<file path="src/design/tmvc_pkg.sv">
// shared types, operation codes and constants of the text mode cursor engine
package tmvc_pkg;

    // default screen geometry
    localparam int DEFAULT_COLS = 80;
    localparam int DEFAULT_ROWS = 25;

    // operation codes carried in the kind field
    localparam logic [2:0] KIND_TTY    = 3'd0;
    localparam logic [2:0] KIND_SET    = 3'd1;
    localparam logic [2:0] KIND_GET    = 3'd2;
    localparam logic [2:0] KIND_CLEAR  = 3'd3;
    localparam logic [2:0] KIND_READ   = 3'd4;
    localparam logic [2:0] KIND_REPEAT = 3'd5;
    localparam logic [2:0] KIND_BLINK  = 3'd6;

    // teletype control characters
    localparam logic [7:0] CH_BS = 8'h08;
    localparam logic [7:0] CH_LF = 8'h0A;
    localparam logic [7:0] CH_CR = 8'h0D;

    localparam logic [7:0] BLINK_BIT  = 8'h80;
    localparam logic [7:0] RESET_ATTR = 8'h0F;
    localparam logic [7:0] SHAPE_BASE = 8'd14;
    localparam logic [7:0] SHAPE_SPAN = 8'd2;

    typedef struct packed {
        logic [2:0]  kind;
        logic [7:0]  char_code;
        logic [7:0]  attr_in;
        logic [7:0]  col_in;
        logic [7:0]  row_in;
        logic [15:0] repeat_count;
    } t_req;

    typedef struct packed {
        logic [6:0] cursor_col;
        logic [4:0] cursor_row;
        logic [7:0] cell_char;
        logic [7:0] cell_attr;
        logic [7:0] shape_start;
        logic [7:0] shape_end;
    } t_rsp;

    // controller to datapath
    typedef struct packed {
        logic capture;    // latch the incoming request
        logic exec;       // single-cycle action of the latched request
        logic sweep;      // write one cell of the fill sweep
        logic init_fill;  // sweep after reset fills with zero attribute
        logic rep_step;   // one cell of a repeated write
        logic load_out;   // load the response register
    } t_cmd;

    // datapath to controller
    typedef struct packed {
        logic [2:0] kind;
        logic       rep_zero;
        logic       rep_done;
        logic       sweep_last;
    } t_stat;

endpackage

</file>
<file path="src/design/tmvc_ctrl.sv">
// controller state machine of the text mode cursor engine
module tmvc_ctrl (
    input  logic          i_clk,
    input  logic          i_rst_n,
    input  logic          i_in_valid,
    output logic          o_in_ready,
    output logic          o_out_valid,
    input  logic          i_out_ready,
    input  tmvc_pkg::t_stat i_stat,
    output tmvc_pkg::t_cmd  o_cmd
);
    import tmvc_pkg::*;

    localparam logic [2:0] ST_INIT  = 3'd0;
    localparam logic [2:0] ST_IDLE  = 3'd1;
    localparam logic [2:0] ST_EXEC  = 3'd2;
    localparam logic [2:0] ST_CLEAR = 3'd3;
    localparam logic [2:0] ST_REP   = 3'd4;
    localparam logic [2:0] ST_POST  = 3'd5;

    logic [2:0] r_state, n_state;
    logic       r_out_valid, n_out_valid;
    logic       slot_free;

    assign slot_free = !r_out_valid || i_out_ready;

    always_comb begin
        n_state = r_state;
        o_cmd   = '0;
        o_in_ready = 1'b0;
        unique case (r_state)
            ST_INIT: begin
                o_cmd.sweep     = 1'b1;
                o_cmd.init_fill = 1'b1;
                if (i_stat.sweep_last) n_state = ST_IDLE;
            end
            ST_IDLE: begin
                o_in_ready = 1'b1;
                if (i_in_valid) begin
                    o_cmd.capture = 1'b1;
                    n_state = ST_EXEC;
                end
            end
            ST_EXEC: begin
                o_cmd.exec = 1'b1;
                if (i_stat.kind == KIND_CLEAR) begin
                    n_state = ST_CLEAR;
                end else if (i_stat.kind == KIND_READ) begin
                    n_state = ST_POST;
                end else if (i_stat.kind == KIND_REPEAT && !i_stat.rep_zero) begin
                    n_state = ST_REP;
                end else if (slot_free) begin
                    o_cmd.load_out = 1'b1;
                    n_state = ST_IDLE;
                end else begin
                    n_state = ST_POST;
                end
            end
            ST_CLEAR: begin
                o_cmd.sweep = 1'b1;
                if (i_stat.sweep_last) begin
                    if (slot_free) begin
                        o_cmd.load_out = 1'b1;
                        n_state = ST_IDLE;
                    end else begin
                        n_state = ST_POST;
                    end
                end
            end
            ST_REP: begin
                o_cmd.rep_step = 1'b1;
                if (i_stat.rep_done) begin
                    if (slot_free) begin
                        o_cmd.load_out = 1'b1;
                        n_state = ST_IDLE;
                    end else begin
                        n_state = ST_POST;
                    end
                end
            end
            ST_POST: begin
                if (slot_free) begin
                    o_cmd.load_out = 1'b1;
                    n_state = ST_IDLE;
                end
            end
            default: n_state = ST_IDLE;
        endcase
    end

    always_comb begin
        n_out_valid = r_out_valid;
        if (o_cmd.load_out)  n_out_valid = 1'b1;
        else if (i_out_ready) n_out_valid = 1'b0;
    end

    always_ff @(posedge i_clk) begin
        if (!i_rst_n) begin
            r_state     <= ST_INIT;
            r_out_valid <= 1'b0;
        end else begin
            r_state     <= n_state;
            r_out_valid <= n_out_valid;
        end
    end

    assign o_out_valid = r_out_valid;

endmodule

</file>
<file path="config.mk">
export PLATFORM = sky130hd
export DESIGN_NAME = tmvc_ctrl
export DESIGN_NICKNAME = d
export VERILOG_FILES = /design/src/design/tmvc_pkg.sv /design/src/design/tmvc_ctrl.sv
export SDC_FILE = /design/constraint.sdc
export NUM_CORES = 1
export LEC_CHECK = 0
export BUFFER_PORTS_ARGS = -buffer_cell sky130_fd_sc_hd__buf_2
export CORE_AREA = 2 2 39 41
export DETAILED_ROUTE_END_ITERATION = 7
export DIE_AREA = 0 0 41 43
export SLEW_MARGIN = 30
export SYNTH_ARGS = -nofsm -noshare
export SYNTH_HDL_FRONTEND = slang
export SYNTH_SLANG_ARGS = --single-unit
</file>
<file path="constraint.sdc">
create_clock -name i_clk -period 1.3 [get_ports i_clk]
set_input_delay 0.26 -clock i_clk [delete_from_list [all_inputs] [get_ports i_clk]]
set_output_delay 0.26 -clock i_clk [all_outputs]
set_load 0.02 [all_outputs]
</file>
# Yosys cells after proc, flatten, opt, wreduce, memory -nomap -nowiden
# Cells that the tools add are included.
[totals]
regBits = 4
in_bits = 10
out_inout_bits = 8
elab_cells = 49
[classes]
n_eq_ne = 13
n_mux = 26
reduce_logical = 8
[ops]
columns = ["op", "n"]
rows = [
  ["two-way mux 3 bit", 9],
  ["case mux 3 bit (6 select lines)", 1],
  ["two-way mux 1 bit", 15],
  ["== test 3 bit (second input constant)", 4],
  ["inequality test 2 bit (second input constant)", 5],
  ["== test 3 x 2 -> 1 bit (second input constant)", 3],
  ["AND reduction 5 bit", 1],
  ["case mux 1 bit (4 select lines)", 1],
  ["== test 3 x 1 -> 1 bit (second input constant)", 1],
  ["zero test 3 bit", 1],
  ["zero test 1 bit", 2],
  ["nonzero test 2 bit", 1],
  ["OR reduction 2 bit", 1],
  ["logical AND 1 bit", 1],
  ["logical OR 1 bit", 1],
]

# Longest topological paths before layout
[logic_depth]
word_depth = 8
ltp_mapped = 6
depth_no_buf = 4

# Worst setup path after synthesis
# OpenSTA, ideal clock, no wires.
[synth_path]
path_kind = "register to output"
start = "register r_state[2]"
end = "output o_cmd[0] (netlist bit)"
t_arrival_ps = 1390
required_time_ps = 1040
slack_ps = -350
path_stages_with_launch = 7
n_path_buf = 2
path_cell_list = "dfxtp_1 buf_6 nor3b_2 o21ai_2 a211oi_2 nand2b_1 buf_4"
[synth_lines]
columns = ["item", "line", "text"]
rows = [
  ["from (decl)", "tmvc_ctrl.sv:21", "logic [2:0] r_state, n_state;"],
  ["from (signal assigned)", "tmvc_ctrl.sv:102", "r_state <= n_state;"],
  ["to (decl)", "tmvc_ctrl.sv:10", "output tmvc_pkg::t_cmd o_cmd"],
]

==> implementation parameters <==
Parameter                              Value

Logic synthesis
  Main combinational cell family by area after synthesis ... simple AND/OR/NAND/NOR gates
  Synth Area in Adders ... 0
  Post-Syn Instances ... 54
  Flops & latches, synth ... 4
  Post-synth design cell area ... 387 um^2
  Post-synthesis mux area share ... 0
  Cell type contributing the most total cell area after synthesis ... sky130_fd_sc_hd__dfxtp_1
  Area share of the largest cell type after synthesis ... 0.207
  YS warnings ... 0
  Syn avg cell area ... 7.16 um^2
  Post-synthesis net count ... 64
  Cell types with the largest area share after synthesis ... sky130_fd_sc_hd__dfxtp_1 (21%), sky130_fd_sc_hd__nor2_1 (9.7%), sky130_fd_sc_hd__nand2b_1 (8.1%), sky130_fd_sc_hd__a21oi_1 (6.5%), sky130_fd_sc_hd__buf_6 (5.8%)
  Complex-gate fraction of the synthesized area ... 0.301
  Sequential fraction of the synthesis area ... 0.207
  Count of cell types in the netlist ... 25
  Basic-gate share of the synthesized area counting and, or, nand and nor cells ... 0.369
  Xor/xnor cell area share of the yosys netlist ... 0.0227

STA
  Total count of hold-check failures in the final report ... 0
  Least setup slack across all paths after layout ... -0.263 ns
  Clock skew ... 0.00157 ns
  Slew at the pin closest to its max-slew limit ... between 0.15 and 0.2 ns
  Post-layout minimum cycle time ... 1.56 ns
  Unrepaired setup endpoints after global routing ... true
  # setup viols final ... 6
  Period Utilization, post-route ... 1.20
  Max frequency ... 640 MHz
  Slew HR ... 0.870
  Final count of pins violating max slew ... 0

Place
  Count of input and output buffers ... 17
  GP Congestion ... 0.760
  HPWL after detailed placement ... 795 um
  Post-Place Setup Slack ... -0.152 ns

CTS
  Sinks on Clock Net ... 4
  Number of buffers created by CTS ... 3
  CTS Hold Buffers Added ... 0
  Clock slew at reported path FFs ... 0.04 ns
  Insertion delay of the later-clocked pin in the worst-skew pair ... 0.23 ns
  CTS tree ... built
  Clock tree buffer depth ... 2
  CTS Root Cell ... sky130_fd_sc_hd__clkbuf_4
  CTS HTree Levels ... 1

Power
  Sw Ratio ... 0.378
  Peak supply drop ... approximately 0.53 mV
  Power per cell area ... ~1100 mW/mm^2
  Fraction of power consumed by the clock network ... 0.193
  Internal portion of total power ... 471 uW
  Relative contribution of combinational cells to total power ... 0.591
  Total Power ... 758 uW
  Static leakage ... just over 0.0003 uW
  Part of the total power dissipated in sequential elements ... 0.216
  Switching power summed over all nets ... 286 uW

Final layout
  Total inserted antenna cells ... 0
  Synthesis-to-layout area growth ... 80.9%
  # fillers ... 126
  Fraction of final layout cells with drive strength greater than 1 ... 0.610
  Net count, final ... 94

Hold path
  Worst hold path endpoint ... r_state[2]
  Worst hold path type ... in2reg
  Launch point of the worst hold path ... i_rst_n
  Cell depth of the worst hold path ... 3

Flow run
  Max-Cap Viols ... 0

Setup path
  Startpoint class of the critical path ... flop
  List of cells traversed by the critical path ... or2b_1 -> o22ai_2 -> nand2b_1 -> nand2b_1 -> buf_6
  Terminus of the critical flop-to-flop path ... r_state[2]
  Arrival @ worst endpoint ... 1.30 ns
  Worst path most repeated cell ... sky130_fd_sc_hd__nand2b_1
  R2r worst-path depth ... 6
  Required time of the critical path ... 1.04 ns
  WS Path Type ... reg2out
  Worst flop-to-flop path startpoint ... r_state[1]
  Largest stage delay on the critical path ... about 0.37 ns
  Highest-delay cell along the critical path ... sky130_fd_sc_hd__dfxtp_4
  Critical-path maximum fanout ... 5
  CP Capture Type ... primary output
  Register-to-register path setup slack ... ~0.03 ns

Routing
  Via count normalized by instance count ... 4.82
  DRC Markers ... 0
  Post-route ant nets ... 0
  Detailed-route via count ... 472
  Number of DRC violations after detailed-routing iteration 0 ... 7
  Routed length per placed instance ... 11.0 um
  Final Routed Wirelength ... 1070 um
  First drt pass iteration count ... 4

Floorplan
  Number of rows created at floorplan ... 14
  Num ports ... 18
  Die Height ... 43 um
  Core footprint ... 0.00138 mm^2
  Starting density of the core ... 0.279
  Overall die area ... 0.00176 mm^2
  Die Wd ... 41 um

Global route
  Maximum number of pins on one net before global-route repair ... 11
  Global router's overall resource usage ... 0.128
  Number of antenna violations at the first check in global routing ... 0
  Met1 track demand over resource in global routing ... 0.131
  GRT busiest layer ... met2
  Met2 Use GR ... 0.225
  Number of global-route vias before repair ... between 400 and 500
  Met3 usage in global routing ... 0.0157
  Congestion Overflow GR ... 0
  Wire length of the first global-routing pass ... 1510 um

Status
  Violated checks ... negative setup slack
  Run status ... finished with violations
==> state kept, by name (all words and copies together) (netlist names) <==
name and count:
o_out_valid 1, r_state 3
==> worst max-delay path: cells and delay by family (launching register included) <==
| family | cells | cell delay, ns |
|---|---|---|
| AOI/OAI and AO/OA | 1 | 0.16 |
| DFF | 1 | 0.37 |
| and+or+nand+nor | 3 | 0.42 |
| buffers and inverters | 1 | 0.11 |
==> stage by stage <==
| stage | area (um^2) | instances | hold slack, ns | TNS [ns] | utilization |
|---|---|---|---|---|---|
| floorplan | 393 | 54 | 0.388 | -0.194 | - |
| global placement | 531 | 92 | 0.546 | -0.172 | 0.383 |
| detailed placement | 531 | 92 | 0.541 | -0.209 | 0.383 |
| CTS | 664 | 98 | 0.293 | -0.903 | 0.480 |
| global route | 699 | 98 | 0.301 | -1.19 | 0.505 |
| finish | 699 | 98 | 0.301 | -0.872 | 0.505 |
==> layer usage <==
layer	wire length, um	vias to the layer above	part of all wire
li1	-	248	-
met1	435	211	0.41
met2	572	13	0.53
met3	65	0	0.061
met4	0	0	0
met5	0	-	0
==> power by group through the flow <==
stage / Clock, uW / Combinational [uW] / Sequential, uW
2_1_floorplan: 0 / 218 / 160
3_3_place_gp: 0 / 325 / 160
3_5_place_dp: 0 / 323 / 160
4_1_cts: 157 / 417 / 164
5_1_grt: 160 / 479 / 165
6_report: 146 / 448 / 164
==> placed cells by master, fill, tap and decap left out, types with 2 or more instances in the layout <==
master                     count
sky130_fd_sc_hd__clkbuf_4      3
sky130_fd_sc_hd__buf_4         8
sky130_fd_sc_hd__nor2_1        6
sky130_fd_sc_hd__o31ai_1       2
sky130_fd_sc_hd__buf_2        11
sky130_fd_sc_hd__o21ai_2       2
sky130_fd_sc_hd__dfxtp_2       2
sky130_fd_sc_hd__a21oi_1       5
sky130_fd_sc_hd__buf_6        10
sky130_fd_sc_hd__o21ai_1       2
sky130_fd_sc_hd__nand3_1       2
sky130_fd_sc_hd__nor3_2        2
sky130_fd_sc_hd__nand2_1       3
sky130_fd_sc_hd__nor2_4        4
sky130_fd_sc_hd__nand2b_1      4
==> kinds of logic (layout without fill, tap and decap cells) <==
kind of cell,Yosys count,in the layout
AOI/OAI and AO/OA,17,17
buffers and inverters,5,33
xor gates and xnor gates,1,1
and+or+nand+nor,27,27
DFF,4,4
==> cell usage after synthesis <==
cell type	n
sky130_fd_sc_hd__nor2_1	10
sky130_fd_sc_hd__a21oi_1	5
sky130_fd_sc_hd__nand2b_1	5
sky130_fd_sc_hd__dfxtp_1	4
sky130_fd_sc_hd__o21ai_0	4
sky130_fd_sc_hd__nand2_1	3
sky130_fd_sc_hd__buf_6	2
sky130_fd_sc_hd__nand3_1	2
sky130_fd_sc_hd__nor3_1	2
sky130_fd_sc_hd__o31ai_1	2
sky130_fd_sc_hd__a211oi_2	1
sky130_fd_sc_hd__and2b_2	1
sky130_fd_sc_hd__buf_2	1
sky130_fd_sc_hd__buf_4	1
sky130_fd_sc_hd__inv_1	1
sky130_fd_sc_hd__nor2b_1	1
sky130_fd_sc_hd__nor3b_1	1
sky130_fd_sc_hd__nor3b_2	1
sky130_fd_sc_hd__o211a_1	1
sky130_fd_sc_hd__o21ai_2	1
sky130_fd_sc_hd__o22ai_1	1
sky130_fd_sc_hd__o31a_1	1
sky130_fd_sc_hd__o32a_1	1
sky130_fd_sc_hd__or2b_1	1
sky130_fd_sc_hd__xor2_1	1
==> area by class of cell <==
cell class / count / area (um^2) / area share
Multi-Input combinational cell: 45 / 337 / 0.481
Timing Repair Buffer: 29 / 228 / 0.326
Sequential cell: 4 / 86.3 / 0.123
Clock buffer: 3 / 22.5 / 0.0322
Tap cell: 16 / 20.0 / 0.0286
Inverter: 1 / 6.26 / 0.00894
==> how the worst max path moves through the flow <==
stage,from,to,slack (ns),depth (start not counted)
3_3_place_gp,r_state[0],o_cmd[0],-0.15,5
5_1_grt,r_state[2],o_cmd[0],-0.35,5
4_1_cts,r_state[2],o_cmd[0],-0.28,5
2_1_floorplan,r_state[2],o_cmd[0],-0.19,6
3_5_place_dp,r_state[0],o_cmd[0],-0.15,5
6_report,r_state[0],o_cmd[0],-0.26,5
==> timing repair <==
action / 4_1_cts / 5_1_grt
hold endpoints to repair: 0 / 0
endpoints found under the setup margin: 7 / 8
buffers inserted: 3 / 0
pin swaps: 4 / 5
gates resized for setup: 26 / 13
Power figures use the tool's default switching activity.
